**config.mk**
```make
export PLATFORM = sky130hd
export DESIGN_NAME = three_wire_spi_radio_master_unit
export DESIGN_NICKNAME = d
export VERILOG_FILES = /design/src/hdl/twspi_pkg.sv /design/src/hdl/twspi_cfg.sv /design/src/hdl/twspi_core.sv /design/src/hdl/three_wire_spi_radio_master_unit.sv
export SDC_FILE = /design/constraint.sdc
export NUM_CORES = 1
export LEC_CHECK = 0
export ABC_AREA = 1
export ABC_CLOCK_PERIOD_IN_PS = 3850
export BUFFER_PORTS_ARGS = -buffer_cell sky130_fd_sc_hd__clkbuf_2
export CAP_MARGIN = 20
export CORE_UTILIZATION = 35
export CTS_BUF_LIST = sky130_fd_sc_hd__clkbuf_4 sky130_fd_sc_hd__clkbuf_8
export DETAILED_ROUTE_END_ITERATION = 12
export GPL_ROUTABILITY_DRIVEN = 0
export MAX_ROUTING_LAYER = met4
export PLACE_DENSITY = 0.64
export SLEW_MARGIN = 5
export SYNTH_ARGS = -nofsm -noshare
export SYNTH_HDL_FRONTEND = slang
export SYNTH_SLANG_ARGS = --single-unit
```
**constraint.sdc**
```tcl
create_clock -name clk_i -period 3.85 [get_ports clk_i]
set_clock_uncertainty 0.05 [all_clocks]
set_input_delay 0.385 -clock clk_i [delete_from_list [all_inputs] [get_ports clk_i]]
set_output_delay 0.385 -clock clk_i [all_outputs]
set_load 0.01 [all_outputs]
```
**src/hdl/twspi_pkg.sv**
```systemverilog
package twspi_pkg;

  typedef enum logic [2:0] {
    PH_IDLE = 3'd0,
    PH_SEND = 3'd1,
    PH_RECV = 3'd2,
    PH_TAIL = 3'd3,
    PH_GAP  = 3'd4
  } phase_e;

  typedef enum logic [1:0] {
    OP_REG_WR  = 2'd0,
    OP_REG_RD  = 2'd1,
    OP_FIFO_WR = 2'd2,
    OP_FIFO_RD = 2'd3
  } op_e;

  // Configuration register indexes
  localparam logic [1:0] CFG_HALF_PERIOD = 2'd0;
  localparam logic [1:0] CFG_FIFO_GAP    = 2'd1;
  localparam logic [1:0] CFG_REG_TAIL    = 2'd2;

  localparam logic [7:0] HALF_PERIOD_RST = 8'd1;
  localparam logic [7:0] FIFO_GAP_RST    = 8'd10;
  localparam logic [7:0] REG_TAIL_RST    = 8'd5;

  localparam logic [4:0] REG_WR_BITS = 5'd16;
  localparam logic [4:0] BYTE_BITS   = 5'd8;

  typedef struct packed {
    logic       start_req;
    logic [1:0] opcode;
    logic [6:0] reg_address;
    logic [7:0] write_byte;
    logic       sdio_in;
  } in_item_t;

  typedef struct packed {
    logic       reg_select_n;
    logic       fifo_select_n;
    logic       sclk;
    logic       sdio_out;
    logic       sdio_drive;
    logic       busy_res;
    logic       done_res;
    logic [7:0] read_byte;
  } out_item_t;

  typedef struct packed {
    logic [7:0] half_period_ticks;
    logic [7:0] fifo_gap_ticks;
    logic [7:0] reg_tail_ticks;
  } cfg_t;

endpackage

```
**src/hdl/twspi_cfg.sv**
```systemverilog
module twspi_cfg (
  input  logic                 clk_i,
  input  logic                 rst_ni,
  input  logic                 wr_en_i,
  input  logic [1:0]           wr_index_i,
  input  logic [7:0]           wr_data_i,
  output twspi_pkg::cfg_t      cfg_o
);

  twspi_pkg::cfg_t cfg_q, cfg_d;

  always_comb begin
    cfg_d = cfg_q;
    if (wr_en_i) begin
      case (wr_index_i)
        twspi_pkg::CFG_HALF_PERIOD: cfg_d.half_period_ticks = wr_data_i;
        twspi_pkg::CFG_FIFO_GAP:    cfg_d.fifo_gap_ticks    = wr_data_i;
        twspi_pkg::CFG_REG_TAIL:    cfg_d.reg_tail_ticks    = wr_data_i;
        default:                    cfg_d                   = cfg_q;
      endcase
    end
  end

  always_ff @(posedge clk_i or negedge rst_ni) begin
    if (!rst_ni) begin
      cfg_q.half_period_ticks <= twspi_pkg::HALF_PERIOD_RST;
      cfg_q.fifo_gap_ticks    <= twspi_pkg::FIFO_GAP_RST;
      cfg_q.reg_tail_ticks    <= twspi_pkg::REG_TAIL_RST;
    end else begin
      cfg_q <= cfg_d;
    end
  end

  assign cfg_o = cfg_q;

endmodule

```
**src/hdl/twspi_core.sv**
```systemverilog
module twspi_core (
  input  logic                  clk_i,
  input  logic                  rst_ni,
  input  logic                  step_i,
  input  twspi_pkg::in_item_t   item_i,
  input  twspi_pkg::cfg_t       cfg_i,
  output twspi_pkg::out_item_t  res_o
);

  twspi_pkg::phase_e phase_q, phase_d;
  twspi_pkg::op_e    op_q, op_d;
  logic [4:0]        bits_q, bits_d;
  logic [15:0]       sout_q, sout_d;
  logic [7:0]        sin_q, sin_d;
  logic [7:0]        ticks_q, ticks_d;
  logic              lvl_q, lvl_d;

  logic [7:0] half;
  logic [7:0] len;
  logic       is_reg;
  logic       half_end;

  always_comb begin
    phase_d = phase_q;
    op_d    = op_q;
    bits_d  = bits_q;
    sout_d  = sout_q;
    sin_d   = sin_q;
    ticks_d = ticks_q;
    lvl_d   = lvl_q;
    res_o   = '0;
    res_o.reg_select_n  = 1'b1;
    res_o.fifo_select_n = 1'b1;
    res_o.sdio_drive    = 1'b1;
    half = (cfg_i.half_period_ticks == 8'd0) ? 8'd1 : cfg_i.half_period_ticks;
    len  = 8'd0;
    is_reg   = 1'b0;
    half_end = 1'b0;

    // Load the frame on a start seen while idle
    if (phase_q == twspi_pkg::PH_IDLE && item_i.start_req) begin
      op_d    = twspi_pkg::op_e'(item_i.opcode);
      ticks_d = 8'd0;
      lvl_d   = 1'b0;
      bits_d  = twspi_pkg::BYTE_BITS;
      phase_d = twspi_pkg::PH_SEND;
      case (twspi_pkg::op_e'(item_i.opcode))
        twspi_pkg::OP_REG_WR: begin
          sout_d = {1'b0, item_i.reg_address, item_i.write_byte};
          bits_d = twspi_pkg::REG_WR_BITS;
        end
        twspi_pkg::OP_REG_RD:  sout_d = {1'b1, item_i.reg_address, 8'h00};
        twspi_pkg::OP_FIFO_WR: sout_d = {item_i.write_byte, 8'h00};
        default: begin
          sout_d  = 16'h0000;
          phase_d = twspi_pkg::PH_RECV;
        end
      endcase
    end

    if (phase_d != twspi_pkg::PH_IDLE) begin
      is_reg = (op_d == twspi_pkg::OP_REG_WR) || (op_d == twspi_pkg::OP_REG_RD);
      res_o.busy_res = 1'b1;
      if (phase_d inside {twspi_pkg::PH_SEND, twspi_pkg::PH_RECV}) begin
        res_o.reg_select_n  = !is_reg;
        res_o.fifo_select_n = is_reg;
        res_o.sclk          = lvl_d;
        if (phase_d == twspi_pkg::PH_SEND) begin
          res_o.sdio_out = sout_d[15];
        end else begin
          res_o.sdio_drive = 1'b0;
        end
        half_end = ({1'b0, ticks_d} + 9'd1) >= {1'b0, half};
        if (!half_end) begin
          ticks_d = ticks_d + 8'd1;
        end else begin
          ticks_d = 8'd0;
          if (!lvl_d) begin
            lvl_d = 1'b1;
          end else begin
            lvl_d = 1'b0;
            if (phase_d == twspi_pkg::PH_RECV) begin
              sin_d = {sin_d[6:0], item_i.sdio_in};
            end
            sout_d = {sout_d[14:0], 1'b0};
            if (bits_d != 5'd0) begin
              bits_d = bits_d - 5'd1;
            end
            if (bits_d == 5'd0) begin
              if (phase_d == twspi_pkg::PH_SEND && op_d == twspi_pkg::OP_REG_RD) begin
                phase_d = twspi_pkg::PH_RECV;
                bits_d  = twspi_pkg::BYTE_BITS;
              end else begin
                case (op_d)
                  twspi_pkg::OP_REG_WR: len = cfg_i.reg_tail_ticks;
                  twspi_pkg::OP_REG_RD: len = 8'd0;
                  default:              len = cfg_i.fifo_gap_ticks;
                endcase
                if (len == 8'd0) begin
                  phase_d        = twspi_pkg::PH_IDLE;
                  res_o.done_res = 1'b1;
                end else if (op_d == twspi_pkg::OP_REG_WR) begin
                  phase_d = twspi_pkg::PH_TAIL;
                end else begin
                  phase_d = twspi_pkg::PH_GAP;
                end
              end
            end
          end
        end
      end else begin
        // Tail or gap: count idle ticks with sclk low
        if (phase_d == twspi_pkg::PH_TAIL) begin
          len = cfg_i.reg_tail_ticks;
          res_o.reg_select_n = 1'b0;
        end else begin
          len = cfg_i.fifo_gap_ticks;
          res_o.sdio_drive = (op_d == twspi_pkg::OP_FIFO_WR);
        end
        ticks_d = ticks_d + 8'd1;
        if (ticks_d >= len) begin
          phase_d        = twspi_pkg::PH_IDLE;
          ticks_d        = 8'd0;
          res_o.done_res = 1'b1;
        end
      end
    end
    res_o.read_byte = sin_d;
  end

  always_ff @(posedge clk_i or negedge rst_ni) begin
    if (!rst_ni) begin
      phase_q <= twspi_pkg::PH_IDLE;
      op_q    <= twspi_pkg::OP_REG_WR;
      bits_q  <= 5'd0;
      sout_q  <= 16'h0000;
      sin_q   <= 8'h00;
      ticks_q <= 8'd0;
      lvl_q   <= 1'b0;
    end else if (step_i) begin
      phase_q <= phase_d;
      op_q    <= op_d;
      bits_q  <= bits_d;
      sout_q  <= sout_d;
      sin_q   <= sin_d;
      ticks_q <= ticks_d;
      lvl_q   <= lvl_d;
    end
  end

`ifndef NO_ASSERTIONS
  a_done_ends_frame: assert property (@(posedge clk_i) disable iff (!rst_ni)
    step_i && res_o.done_res |=> phase_q == twspi_pkg::PH_IDLE)
    else $error("done beat did not return the engine to idle");

  a_one_select: assert property (@(posedge clk_i) disable iff (!rst_ni)
    step_i |-> (res_o.reg_select_n || res_o.fifo_select_n))
    else $error("both selects low in one beat");

  a_release_on_read: assert property (@(posedge clk_i) disable iff (!rst_ni)
    step_i && !res_o.sdio_drive |->
      (op_d == twspi_pkg::OP_REG_RD || op_d == twspi_pkg::OP_FIFO_RD))
    else $error("data pin released outside a read");

  a_idle_pins: assert property (@(posedge clk_i) disable iff (!rst_ni)
    step_i && !res_o.busy_res |->
      (res_o.reg_select_n && res_o.fifo_select_n && !res_o.sclk && res_o.sdio_drive))
    else $error("pins not at idle levels outside a transaction");
`endif

endmodule

```
**src/hdl/three_wire_spi_radio_master_unit.sv**
```systemverilog
// Channel  Direction  Handshake                Payload
// in       sink       in_valid_i / in_ready_o   twspi_pkg::in_item_t  (one tick of pins)
// out      source     out_valid_o / out_ready_i twspi_pkg::out_item_t (pin levels, status)
// cfg      sink       cfg_valid_i / cfg_ready_o cfg_index_i, cfg_data_i
//
// One beat in, one beat out: the tick engine updates its state and the result
// register in the same edge, so a beat is taken every cycle unless out stalls.
// The result register alone sets throughput; it is loaded whenever a beat
// arrives and it is empty or being drained in that cycle.
// A stall on out holds the result and drops in_ready_o; nothing is lost.
// Reset (rst_ni low, asynchronous) idles the engine, empties the result
// register and loads the configuration defaults. cfg is always ready.
module three_wire_spi_radio_master_unit (
  input  logic                  clk_i,
  input  logic                  rst_ni,
  input  logic                  in_valid_i,
  output logic                  in_ready_o,
  input  twspi_pkg::in_item_t   in_data_i,
  output logic                  out_valid_o,
  input  logic                  out_ready_i,
  output twspi_pkg::out_item_t  out_data_o,
  input  logic                  cfg_valid_i,
  output logic                  cfg_ready_o,
  input  logic [1:0]            cfg_index_i,
  input  logic [7:0]            cfg_data_i
);

  twspi_pkg::cfg_t      cfg;
  twspi_pkg::out_item_t res;
  twspi_pkg::out_item_t res_q;
  logic                 out_valid_q, out_valid_d;
  logic                 step;

  // Take a beat whenever the result slot is free or emptying this cycle
  assign in_ready_o  = !out_valid_q || out_ready_i;
  assign step        = in_valid_i && in_ready_o;
  assign cfg_ready_o = 1'b1;

  twspi_cfg u_cfg (
    .clk_i      (clk_i),
    .rst_ni     (rst_ni),
    .wr_en_i    (cfg_valid_i),
    .wr_index_i (cfg_index_i),
    .wr_data_i  (cfg_data_i),
    .cfg_o      (cfg)
  );

  // Advance the serial engine by one tick per accepted beat
  twspi_core u_core (
    .clk_i  (clk_i),
    .rst_ni (rst_ni),
    .step_i (step),
    .item_i (in_data_i),
    .cfg_i  (cfg),
    .res_o  (res)
  );

  always_comb begin
    out_valid_d = out_valid_q;
    if (step) begin
      out_valid_d = 1'b1;
    end else if (out_ready_i) begin
      out_valid_d = 1'b0;
    end
  end

  always_ff @(posedge clk_i or negedge rst_ni) begin
    if (!rst_ni) begin
      out_valid_q <= 1'b0;
    end else begin
      out_valid_q <= out_valid_d;
    end
  end

  // Result payload: load on accept, hold otherwise
  always_ff @(posedge clk_i) begin
    if (step) begin
      res_q <= res;
    end
  end

  assign out_valid_o = out_valid_q;
  assign out_data_o  = res_q;

endmodule

```
Word level (Yosys, flattened, before mapping)
Cells that the tools add are included.
{ "word_totals": {"out_inout_bits": 18, "register_bits": 83, "input_bits": 34} }
{ "classes": {"n_lt_le_gt_ge": 2, "n_eq_ne": 9, "reduce_logical": 24, "addsub": 3, "muxes": 72} }
{ "op_table": {"columns": ["op", "n"], "rows": [
  ["8-bit 2-to-1 mux", 20],
  ["16-bit 2-to-1 mux", 5],
  ["5-bit 2-to-1 mux", 13],
  ["16-bit case mux with 3 select lines", 1],
  ["3-bit 2-to-1 mux", 10],
  ["1-bit 2-to-1 mux", 19],
  ["8-bit zero test", 2],
  ["8-bit case mux with 2 select lines", 1],
  ["8-bit by 1-bit adder with 9-bit output (second input constant)", 1],
  ["9-bit by 8-bit greater-or-equal comparator with 1-bit output", 1],
  ["8-bit by 1-bit adder with 8-bit output (second input constant)", 1],
  ["8-bit greater-or-equal comparator", 1],
  ["2-bit AND reduction", 4],
  ["2-bit by 1-bit equality test with 1-bit output (second input constant)", 3],
  ["2-bit equality test (second input constant)", 3],
  ["3-bit by 2-bit equality test with 1-bit output (second input constant)", 2],
  ["2-bit zero test", 3],
  ["2-bit 2-to-1 mux", 3],
  ["5-bit zero test", 1],
  ["5-bit nonzero test", 1],
  ["5-bit by 1-bit subtractor with 5-bit output (second input constant)", 1],
  ["2-bit nonzero test", 2],
  ["3-bit by 1-bit equality test with 1-bit output (second input constant)", 1],
  ["1-bit logical AND", 3],
  ["other kinds (6)", 8]
]} }

Logic depth before layout (Yosys ltp)
Gate-level depths: netlist (run 1).
{ "depth": {"depth_word": 23, "depth_mapped": 26, "depth_no_buf": 25} }

Hierarchy
A second synthesis (run 1) with hierarchy kept.
{ "hier_totals": {"cells_unflattened": 722, "area_unflattened_um2": 5492.8} }
{ "by_module_without_submodules": {"columns": ["module", "instances", "area_each_um2", "seq_area_each_um2", "cells_per_inst"], "rows": [
  ["twspi_core", 1, 3932.5, 1076.0, 592],
  ["twspi_cfg", 1, 1053.5, 606.8, 107],
  ["three_wire_spi_radio_master_unit", 1, 506.7, 475.5, 23]
]} }

Worst setup path after synthesis (run 1)
No wires, ideal clock.
{ "synth_path": {"kind": "register to register", "start": "register u_core.phase_q[2]", "end": "register res_q (netlist bit out_data_o[8]), data pin", "stages_incl_launch_ff": 21, "arrival_ns": 2.787, "setup_time_ns": 0.255, "required_ns": 3.545, "path_slack_ns": 0.758, "cell_sequence": "dfrtp_1 -> nor2_4 -> nand2_8 -> buf_2 -> nand2_1 -> inv_1 -> ha_1 -> nand2_1 -> inv_1 -> nand3_1 -> xor2_1 -> ha_1 -> a21oi_1 -> o221ai_1 -> nand3_1 -> nand2_1 -> nand2_1 -> nand2_4 -> buf_6 -> a21oi_2 -> nor2_1"} }
{ "synth_via": {"elab_chain_cells": 18} }
{ "synth_rtl": {"columns": ["element", "line_no", "source"], "rows": [
  ["from (decl)", "twspi_core.sv:10", "twspi_pkg::phase_e phase_q, phase_d;"],
  ["from (signal assigned)", "twspi_core.sv:133", "phase_q <= twspi_pkg::PH_IDLE;"],
  ["from (signal assigned)", "twspi_core.sv:141", "phase_q <= phase_d;"],
  ["3-bit zero test", "twspi_core.sv:41", "if (phase_q == twspi_pkg::PH_IDLE && item_i.start_req) begin"],
  ["1-bit logical AND", "twspi_core.sv:41", null],
  ["2-bit 2-to-1 mux", "twspi_core.sv:41", null],
  ["2-bit by 1-bit equality test with 1-bit output / 2-bit zero test (equally long branches)", "twspi_core.sv:90, twspi_core.sv:94", null],
  ["8-bit case mux with 2 select lines", "twspi_core.sv:94", "case (op_d)"],
  ["8-bit 2-to-1 mux", "twspi_core.sv:90", "if (phase_d == twspi_pkg::PH_SEND && op_d == twspi_pkg::OP_REG_RD) begin"],
  ["8-bit 2-to-1 mux", "twspi_core.sv:89", "if (bits_d == 5'd0) begin"],
  ["8-bit 2-to-1 mux", "twspi_core.sv:78", "if (!lvl_d) begin"],
  ["[... 2 more ...]", null, null],
  ["8-bit 2-to-1 mux", "twspi_core.sv:61", "if (phase_d != twspi_pkg::PH_IDLE) begin"],
  ["8-bit zero test", "twspi_core.sv:99", "if (len == 8'd0) begin"],
  ["1-bit 2-to-1 mux", "twspi_core.sv:99", null],
  ["1-bit 2-to-1 mux", "twspi_core.sv:90", null],
  ["1-bit 2-to-1 mux", "twspi_core.sv:89", null],
  ["1-bit 2-to-1 mux", "twspi_core.sv:78", null],
  ["1-bit 2-to-1 mux", "twspi_core.sv:74", "if (!half_end) begin"],
  ["1-bit 2-to-1 mux", "twspi_core.sv:64", "if (phase_d inside {twspi_pkg::PH_SEND, twspi_pkg::PH_RECV}) begin"],
  ["to (signal assigned)", "three_wire_spi_radio_master_unit.sv:78", "res_q <= res;"],
  ["to (decl)", "three_wire_spi_radio_master_unit.sv:30", "twspi_pkg::out_item_t res_q;"]
]} }
Several ways; a longest one is shown, not always the timed one. The select of a mux whose other input is x is not followed.
A chain may end at the register's enable or synchronous reset.

Worst setup path after layout (run 1)
{ "layout_path": {"start": "register u_core.phase_q[2]", "end": "register u_core.bits_q[2]"} }
{ "layout_via": {"elab_chain_cells": 15} }
{ "layout_rtl": {"columns": ["element", "line_no", "source"], "rows": [
  ["3-bit zero test", "twspi_core.sv:41", null],
  ["1-bit logical AND", "twspi_core.sv:41", null],
  ["5-bit 2-to-1 mux", "twspi_core.sv:41", null],
  ["5-bit by 1-bit subtractor with 5-bit output / 5-bit nonzero test (equally long branches)", "twspi_core.sv:87, twspi_core.sv:86", null],
  ["5-bit 2-to-1 mux", "twspi_core.sv:86", "if (bits_d != 5'd0) begin"],
  ["5-bit 2-to-1 mux", "twspi_core.sv:78", null],
  ["5-bit 2-to-1 mux", "twspi_core.sv:74", null],
  ["5-bit 2-to-1 mux", "twspi_core.sv:64", null],
  ["5-bit 2-to-1 mux", "twspi_core.sv:61", null],
  ["5-bit zero test / 5-bit 2-to-1 mux (equally long branches)", "twspi_core.sv:89, twspi_core.sv:90", null],
  ["5-bit 2-to-1 mux", "twspi_core.sv:89", null],
  ["5-bit 2-to-1 mux", "twspi_core.sv:78", null],
  ["5-bit 2-to-1 mux", "twspi_core.sv:74", null],
  ["5-bit 2-to-1 mux", "twspi_core.sv:64", null],
  ["5-bit 2-to-1 mux (*)", "twspi_core.sv:61", null],
  ["to (signal assigned)", "twspi_core.sv:143", "bits_q <= bits_d;"],
  ["to (decl)", "twspi_core.sv:12", "logic [4:0] bits_q, bits_d;"]
]} }
Mark *: on every way between the ends. The rest lies on a longest branch, timed or not. The select of a mux whose other input is x is not followed.

==> results of run 1 <==
## final timing paths
path,cells after the start,from,to
max,22,u_core.phase_q[2]$_DFFE_PN0P_,u_core.bits_q[2]$_DFFE_PN0P_
min,3,cfg_data_i[2],u_cfg.cfg_o[2]$_DFFE_PN1P_
max reg2reg,22,u_core.phase_q[2]$_DFFE_PN0P_,u_core.bits_q[2]$_DFFE_PN0P_
min reg2reg,2,u_core.sout_q[2]$_DFFE_PN0P_,u_core.sout_q[2]$_DFFE_PN0P_
max in group asynchronous,3,rst_ni,u_cfg.cfg_o[10]$_DFFE_PN0P_
min in group asynchronous,2,rst_ni,u_core.sout_q[2]$_DFFE_PN0P_
## registers in the layout (all words and copies together) (netlist names)
signal	count
out_data_o	15
u_core.sout_q	16
u_core.ticks_q	8
u_cfg.cfg_o	24
out_valid_o	1
u_core.bits_q	5
u_core.op_q	2
u_core.lvl_q	1
u_core.phase_q	3
u_core.sin_q	8
## power breakdown
| group | total, mW | leakage, nW | switching [mW] | internal (mW) |
|---|---|---|---|---|
| registers | 1.41 | 1.00 | 0.199 | 1.21 |
| logic | 2.48 | 1.98 | 1.62 | 0.861 |
| clock network | 0.677 | 0.102 | 0.336 | 0.341 |
| total | 4.57 | 3.08 | 2.16 | 2.41 |
## critical path: cells and delay by family (launching register included)
family	cells	cell delay, ns
buffers and inverters	3	0.40
AND/OR/NAND/NOR	14	1.41
AO/OA/AOI/OAI	2	0.27
adder cells (fa/ha/maj)	2	0.51
flip-flops	1	0.49
XOR/XNOR	1	0.27
## through the flow
| step | hold slack (ns) | instance area, sq um |
|---|---|---|
| after floorplan | 0.0394 | 5440 |
| after global placement | 0.328 | 5810 |
| after detailed placement | 0.328 | 5810 |
| after CTS | 0.181 | 6030 |
| after global routing | 0.195 | 6030 |
| final | 0.204 | 6030 |
## placed cells by master, fill, tap and decap left out, types with 3 or more instances in the layout
master and n:
clkbuf_8 11, inv_2 6, clkbuf_2 49, o21a_1 4
ha_1 17, nand2_1 266, dfstp_2 5, o21ai_2 8
mux2i_1 7, nor2_1 40, nand4_1 6, o21bai_1 3
inv_1 74, nand2_4 3, nand3_2 3, nand2_2 9
a21oi_1 31, xor2_1 3, buf_4 8, nor2_2 5
dfrtp_1 63, nand3_1 34, o22ai_1 8, nor4_1 5
edfxtp_1 15, o21ai_0 58, o21ai_1 22, nor2_4 3
## kinds of logic after synthesis
kind of cell    after synthesis  synth area share [%]
simple gates                381                  30.4
compound gates              144                  15.1
buf+inv                     112                  8.75
flops                        83                  39.7
fa+ha+maj                    17                  3.91
mux                           8                  1.50
xor+xnor                      4                 0.645
other cells                   1                0.0690
## routing by layer
metal	up-vias	GRT usage [%]	share of wire, %
met5	-	-	0
met3	19	3.75	4.1
met1	2256	22.2	49
met2	113	27.8	45
met4	0	5.95	1.6
li1	2515	-	-
## layout make-up
cell class	instances	area share, %
flip-flops and latches	83	35.8
clock buffers	12	2.63
multi-input cells	555	46.5
repair buffers	59	5.31
inverters	82	5.10
well taps	188	3.90
clock inverters	4	0.830
==> run metrics, run 1 <==
Setup WS pre-CTS ~0.43 ns; CP max-delay cell dfrtp_1; via count between 4,000 and 5,000; multi-input logic area 2800 sq um; Static Leak between 3 and 4 nW; CORE AREA 15,200 sq um; flip-flop and latch count after synthesis 83; Tightest Hold Check Type input port to flip-flop; nets@finish between 800 and 900; GRT Overall Usage 17.5%; clk root buf clkbuf_8; Starting DRT DRC Count around 360; die height roughly 130 um; CP cell instances nor2_4 > nand2_8 > nand2_1 > inv_1 > ha_1 > nand2_1 > inv_1 > nand3_1 > xor2_1 > ha_1 > a21oi_1 > o221ai_1 > nand3_1 > nand2_1 > nand2_1 > nand2_4 > nand2_4 > buf_4 > nand3_1 > nand2_1 > nand2_1 > nand2_1; EDFF count, synth 15; row count 45; Initial Utilization about 36%; largest net degree at the start of global routing 52; Worst Tran Pin Value slightly below 0.7 ns; H-Tree Depth 3; worst path required time just over 4 ns; DP Cell Count 966; area share of the largest cell type after synthesis around 29%; syn avg cell area around 7.2 sq um; vias per cell between 4 and 5; # DRC 0; most used cell, CP nand2_1; Antenna Nets Post-Route 0; yosys warns 0; synth cell count leaders 266 x nand2_1, 75 x inv_1, 63 x dfrtp_1; Worst setup EP type flip-flop; CTS resizes 0; fin util slightly below 40%; unrepaired setup endpoints after global routing no; Post-Route WL approximately 13,000 um; hold buffers post-CTS 1; global-route wire length before repair about 22,000 um; # fillers 1,529; Fmax just under 300 MHz; run status finished clean; I/O pin count 52; Fin. Hold Viols 0; synth top area cells dfrtp_1 29%, nand2_1 18%, edfxtp_1 8.3%, o21ai_0 5.3%, inv_1 5.2%; # clock sinks 83; dpl hpwl a little under 9000 um; CTS Buf Count 9; Max stage delay on crit path 0.49 ns; fin crit period roughly 3.5 ns; initial antenna violation count 0; die width about 130 um; most common cell in the netlist nand2_1; layout cell share with drive strength beyond 1 roughly 16%; relative slew slack a little over half; worst-skew pair later-pin latency 0.38 ns; Async SR Flop Fraction between 80% and 90%; reg2reg setup slack roughly 0.39 ns; Cell Area, Synth about 5400 sq um; clk buf depth 2; CP arrival 3.74 ns; clock slew seen by the registers of the worst setup and hold paths approximately 0.090 ns; Synth area leader dfrtp_1; WL/cell about 13 um; post-CTS setup buffer count 0; CP Max Fanout 23; VDD IR max roughly 0.26 mV; Unique masters post-synth 48; Max-Cap Viols 0; CP Class flip-flop to flip-flop; Register Area between 2000 and 2500 sq um; min setup slack post-route roughly 0.39 ns; PortBufs 50; 1st-pass router iterations 5; Synth Flop Type dfrtp_1; Synth Net Count roughly 800; area growth from synthesis to layout 11.0%; CP startpoint kind flip-flop; Period Utilization, post-route 89.9%; vias in the first global route 4,545; Power Dens Cells 757 nW/um^2; Total Neg Setup Slack 0 ns; post-synthesis cell count 750; Pwr Total around 4.6 mW; # diodes 0; share of the yosys chip area belonging to registers a little under 40%; die footprint 16,000 sq um; final setup fails 0; CTS tree yes; Final Max Tran Viols 0; Final Instance Count excl. Fillers 983; GRT overflow 0
No activity file was read; power rests on OpenSTA's default activity.
==> run 2, diff against run 1 <==
--- a/config.mk
+++ b/config.mk
@@ -9,8 +9,10 @@
 export ABC_CLOCK_PERIOD_IN_PS = 3850
 export BUFFER_PORTS_ARGS = -buffer_cell sky130_fd_sc_hd__clkbuf_2
 export CAP_MARGIN = 20
+export CORE_MARGIN = 4
 export CORE_UTILIZATION = 35
 export CTS_BUF_LIST = sky130_fd_sc_hd__clkbuf_4 sky130_fd_sc_hd__clkbuf_8
+export CTS_CLUSTER_DIAMETER = 80
 export DETAILED_ROUTE_END_ITERATION = 12
 export GPL_ROUTABILITY_DRIVEN = 0
 export MAX_ROUTING_LAYER = met4
==> run metrics, run 2 (same netlist as run 1, synthesis figures left out) <==
combinational power share 53.7%; # diodes 0; CP Max Fanout 18; fin util around 40%; Pwr Total about 4.6 mW; Fin. Hold Viols 0; Fmax approximately 290 MHz; dpl hpwl about 9000 um; GRT overflow 0; clk root buf clkbuf_8; CP arrival around 3.7 ns; clk buf depth 2; CP Class flip-flop to flip-flop; relative slew slack around three fifths; commonest non-fill, non-tap cell in the layout nand2_1; end of the worst hold path u_cfg.cfg_o[2]$_DFFE_PN1P_; CTS Buf Count 9; initial antenna violation count 0; VDD IR max approximately 0.27 mV; clock share of power between 10% and 20%; CP startpoint kind flip-flop; # DRC 0; I/O pin count 52; CORE AREA 15,200 sq um; Period Utilization, post-route between 80% and 90%; Post-Route WL approximately 13,000 um; commonest non-fill, non-tap cells in the layout 266 x nand2_1, 74 x inv_1, 63 x dfrtp_1; GRT Overall Usage roughly 16%; DP Cell Count between 900 and 1,000; vias per cell 4.95; largest net degree at the start of global routing 45; Hold Path Origin cfg_data_i[2]; PortBufs 50; die width 133 um; reg2reg setup slack between 0.4 and 0.5 ns; global-route wire length before repair roughly 22,000 um; FF-to-FF path depth 21; area growth from synthesis to layout 11.5%; Final Instance Count excl. Fillers just under 1,000; switch share 46.3%; Tightest Hold Check Type input port to flip-flop; Final Max Tran Viols 0; design area between 6000 and 7000 sq um; worst path required time roughly 4 ns; Total Neg Setup Slack 0 ns; NetSw about 2.1 mW; nets@finish around 840; Worst setup EP type flip-flop; Cells on Worst Hold Path 3; Internal 2.48 mW; WL/cell about 13 um; Reg power frac ~30%; layout cell share with drive strength beyond 1 15.8%; fin crit period between 3 and 4 ns; 1st-pass router iterations 5; die footprint ~18,000 sq um; Static Leak between 3 and 4 nW; worst-skew pair later-pin latency between 0.3 and 0.4 ns; CTS tree yes; final setup fails 0; max FFs per register 24; Max-Cap Viols 0; Critical R2R Launch u_core.phase_q[2]$_DFFE_PN0P_; die height 133 um; Setup WS pre-CTS 0.399 ns; unrepaired setup endpoints after global routing no; clock slew seen by the registers of the worst setup and hold paths around 0.080 ns; row count 45; # clock sinks just over 80; min setup slack post-route between 0.4 and 0.5 ns; WHS between 0.2 and 0.25 ns; FF-to-FF End u_core.sout_q[2]$_DFFE_PN0P_; CTS resizes 0; Initial Utilization roughly 36%; placed instance area 5820 sq um; Power Dens Cells 763 nW/um^2; run status finished clean; Worst Tran Pin Value ~0.62 ns; Antenna Nets Post-Route 0; Starting DRT DRC Count 469; via count roughly 4,900; vias in the first global route ~4,500; H-Tree Depth 3
==> run 2: power groups by stage <==
| stage | clock [mW] | combinational [mW] | sequential (mW) |
|---|---|---|---|
| final | 0.734 | 2.48 | 1.41 |
| after global routing | 0.800 | 2.89 | 1.44 |
| after CTS | 0.754 | 2.50 | 1.41 |
| after detailed placement | 0 | 2.49 | 1.42 |
| after global placement | 0 | 2.47 | 1.42 |
| after floorplan | 0 | 2.03 | 1.40 |
==> run 2: how the worst max path moves through the flow <==
stage,startpoint,slack (ns),cells after the start,end
after CTS,u_core.phase_q[1]$_DFFE_PN0P_,0.40,21,u_core.sout_q[2]$_DFFE_PN0P_
after floorplan,u_core.phase_q[2]$_DFFE_PN0P_,0.76,20,out_data_o[8]$_SDFFCE_PP0P_
after detailed placement,in_data_i[18],0.40,23,u_core.sout_q[11]$_DFFE_PN0P_
after global routing,u_core.phase_q[1]$_DFFE_PN0P_,0.05,21,u_core.sout_q[10]$_DFFE_PN0P_
after global placement,in_data_i[18],0.46,23,u_core.sout_q[9]$_DFFE_PN0P_
final,u_core.phase_q[2]$_DFFE_PN0P_,0.41,21,u_core.sout_q[2]$_DFFE_PN0P_
==> run 2: repair_timing <==
action / CTS / global route
buffers inserted: 0 / 0
hold buffers: 1 / 0
hold endpoints to repair: 20 / 0
==> run 2: worst max-delay path, stage by stage (launching register included) <==
cell	delay (ns)
dfrtp_1	0.48
nor2_4	0.21
nand2_8	0.12
nand2_1	0.13
inv_1	0.07
ha_1	0.19
nand2_1	0.06
inv_1	0.07
nand3_1	0.10
xor2_1	0.28
ha_1	0.31
a21oi_1	0.15
o221ai_1	0.12
nand3_1	0.09
nand2_1	0.05
nand2_1	0.09
nand2_4	0.07
nand2_4	0.17
buf_4	0.27
nand2_1	0.07
nand3_1	0.08
nand2_1	0.06
==> run 2: layer usage <==
layer	track usage (%)	vias up	share of wire (%)
li1	-	2522	-
met1	20.9	2225	49
met2	23.6	104	45
met3	3.00	15	4.2
met4	5.72	0	1.7
met5	-	-	0
==> run 2: area by class of cell <==
cell class	count	area (sq um)
inverters	82	308
clock inverters	2	60.1
fillers	1595	9140
flip-flops and latches	83	2160
clock buffers	14	168
repair buffers	60	328
well taps	188	235
multi-input cells	555	2800
==> run 3, diff against run 2 <==
--- a/config.mk
+++ b/config.mk
@@ -6,7 +6,7 @@
 export NUM_CORES = 1
 export LEC_CHECK = 0
 export ABC_AREA = 1
-export ABC_CLOCK_PERIOD_IN_PS = 3850
+export ABC_CLOCK_PERIOD_IN_PS = 4000
 export BUFFER_PORTS_ARGS = -buffer_cell sky130_fd_sc_hd__clkbuf_2
 export CAP_MARGIN = 20
 export CORE_MARGIN = 4
==> constraint.sdc (replaced) <==
create_clock -name clk_i -period 4 [get_ports clk_i]
set_clock_uncertainty 0.05 [all_clocks]
set_input_delay 0.4 -clock clk_i [delete_from_list [all_inputs] [get_ports clk_i]]
set_output_delay 0.4 -clock clk_i [all_outputs]
set_load 0.05 [all_outputs]
==> run metrics, run 3 (same netlist as run 1, synthesis figures left out) <==
run status finished clean; clock slew seen by the registers of the worst setup and hold paths around 0.090 ns; most used cell, CP nand2_1; die height around 130 um; CP Class flip-flop to flip-flop; Setup WS pre-CTS approximately 0.46 ns; die width between 100 and 150 um; via count roughly 5,000; GR Util met2 about a quarter; Initial Utilization between 30 and 40%; Final Instance Count excl. Fillers 981; # DRC 0; reg2reg setup slack approximately 0.42 ns; initial antenna violation count 0; Max stage delay on crit path about 0.48 ns; clk buf depth 2; hold buffers post-CTS 0; WL/cell 12.9 um; multi-input logic area roughly 2800 sq um; VDD IR max 0.219 mV; worst setup path endpoint u_core.bits_q[2]$_DFFE_PN0P_; row count 45; Period Utilization, post-route between 80% and 90%; H-Tree Depth 3; CP arrival between 3 and 4 ns; fin crit period ~3.6 ns; unrepaired setup endpoints after global routing no; 1st-pass router iterations 5; FF-to-FF End u_core.bits_q[2]$_DFFE_PN0P_; FF-to-FF path depth 22; CTS tree yes; Fmax 279 MHz; met1 GRT Util 20.3%; clk root buf clkbuf_8; Starting DRT DRC Count roughly 260; # fillers between 1,500 and 2,000; commonest non-fill, non-tap cell in the layout nand2_1; Post-Route WL 12,700 um; vias in the first global route 4,605; nets@finish between 800 and 900; PortBufs 50; area growth from synthesis to layout 9.92%; GRT Overall Usage ~16%; relative slew slack 45.2%; CP max-delay cell dfrtp_1; layout cell share with drive strength beyond 1 between 10% and 20%; CP startpoint kind flip-flop; commonest non-fill, non-tap cells in the layout 266 x nand2_1, 74 x inv_1, 63 x dfrtp_1; grt peak-use layer met2; max FFs per register 24; critical path startpoint u_core.phase_q[2]$_DFFE_PN0P_; Tightest Hold Check Type input port to async pin; Worst setup EP type flip-flop; Total Neg Setup Slack 0 ns; worst-skew pair later-pin latency 0.37 ns; worst path required time around 4.2 ns; Critical R2R Launch u_core.phase_q[2]$_DFFE_PN0P_; Final Max Tran Viols 0; CTS resizes 0; Fin. Hold Viols 0; # diodes 0; largest net degree at the start of global routing 45; Antenna Nets Post-Route 0; Worst Tran Pin Value around 0.82 ns; vias per cell ~5; dpl hpwl around 9100 um; CP cell instances nor2_4 > nand2_8 > nand2_1 > inv_1 > ha_1 > nand2_1 > inv_1 > nand3_1 > xor2_1 > ha_1 > a21oi_1 > o221ai_1 > nand3_1 > nand2_1 > nand2_1 > nand2_4 > nand2_4 > inv_2 > nand2_1 > nand2_1 > nand2_1 > nand2_1; fin util between 30% and 40%; Max-Cap Viols 0; post-CTS setup buffer count 0; I/O pin count 52; Power Dens Cells 738 nW/um^2; CTS Buf Count 9; CORE AREA around 15,000 sq um; met3 usage ~2.7%; WHS ~0.0028 ns; GRT overflow 0; DP Cell Count roughly 970; final setup fails 0; # clock sinks 83; global-route wire length before repair about 22,000 um; Static Leak approximately 3.1 nW; min setup slack post-route around 0.42 ns; Register Area between 2000 and 2500 sq um; CP Max Fanout 34; die footprint around 18,000 sq um
run 3: how the worst min path moves through the flow:
stage	from	to	slack, ns
after CTS	rst_ni	u_core.sout_q[10]$_DFFE_PN0P_	0.03
after floorplan	rst_ni	out_valid_o$_DFFE_PN0P_	0.05
after global placement	u_core.op_q[0]$_DFFE_PN0P_	u_core.op_q[0]$_DFFE_PN0P_	0.41
after global routing	rst_ni	u_core.sout_q[10]$_DFFE_PN0P_	0.06
final	rst_ni	u_core.sout_q[10]$_DFFE_PN0P_	0.003
after detailed placement	u_core.sout_q[6]$_DFFE_PN0P_	u_core.sout_q[6]$_DFFE_PN0P_	0.42
run 3: power breakdown:
part / total (mW) / internal (mW) / switching [mW]
sequential: 1.35 / 1.16 / 0.192
clock: 0.550 / 0.236 / 0.314
combinational: 2.51 / 0.826 / 1.68
total: 4.41 / 2.23 / 2.19
run 3: worst max-delay path, delay by kind of cell (launching register included):
family / cells / cell delay [ns]
compound gates: 2 / 0.29
xor+xnor: 1 / 0.27
fa+ha+maj: 2 / 0.50
buf+inv: 3 / 0.34
flops: 1 / 0.48
simple gates: 14 / 1.54
run 3: through the flow:
step	area, sq um	power, mW
2_1_floorplan	5440	3.43
3_3_place_gp	5810	3.87
3_5_place_dp	5810	3.89
4_1_cts	5980	4.45
5_1_grt	5980	4.87
6_report	5980	4.41
run 3: final cells by class:
| type | count | area share, % |
|---|---|---|
| clock buffers | 11 | 2.32 |
| repair buffers | 57 | 5.07 |
| multi-input cells | 555 | 46.9 |
| flip-flops and latches | 83 | 36.1 |
| inverters | 82 | 5.15 |
| clock inverters | 5 | 0.503 |
| well taps | 188 | 3.94 |
run 3: routing by layer:
layer	part of all wire (%)	vias up	wire length, um
met2	45	102	5760
met3	4.1	10	519
met4	1.3	0	163
met1	49	2251	6230
met5	0	-	0
li1	-	2508	-
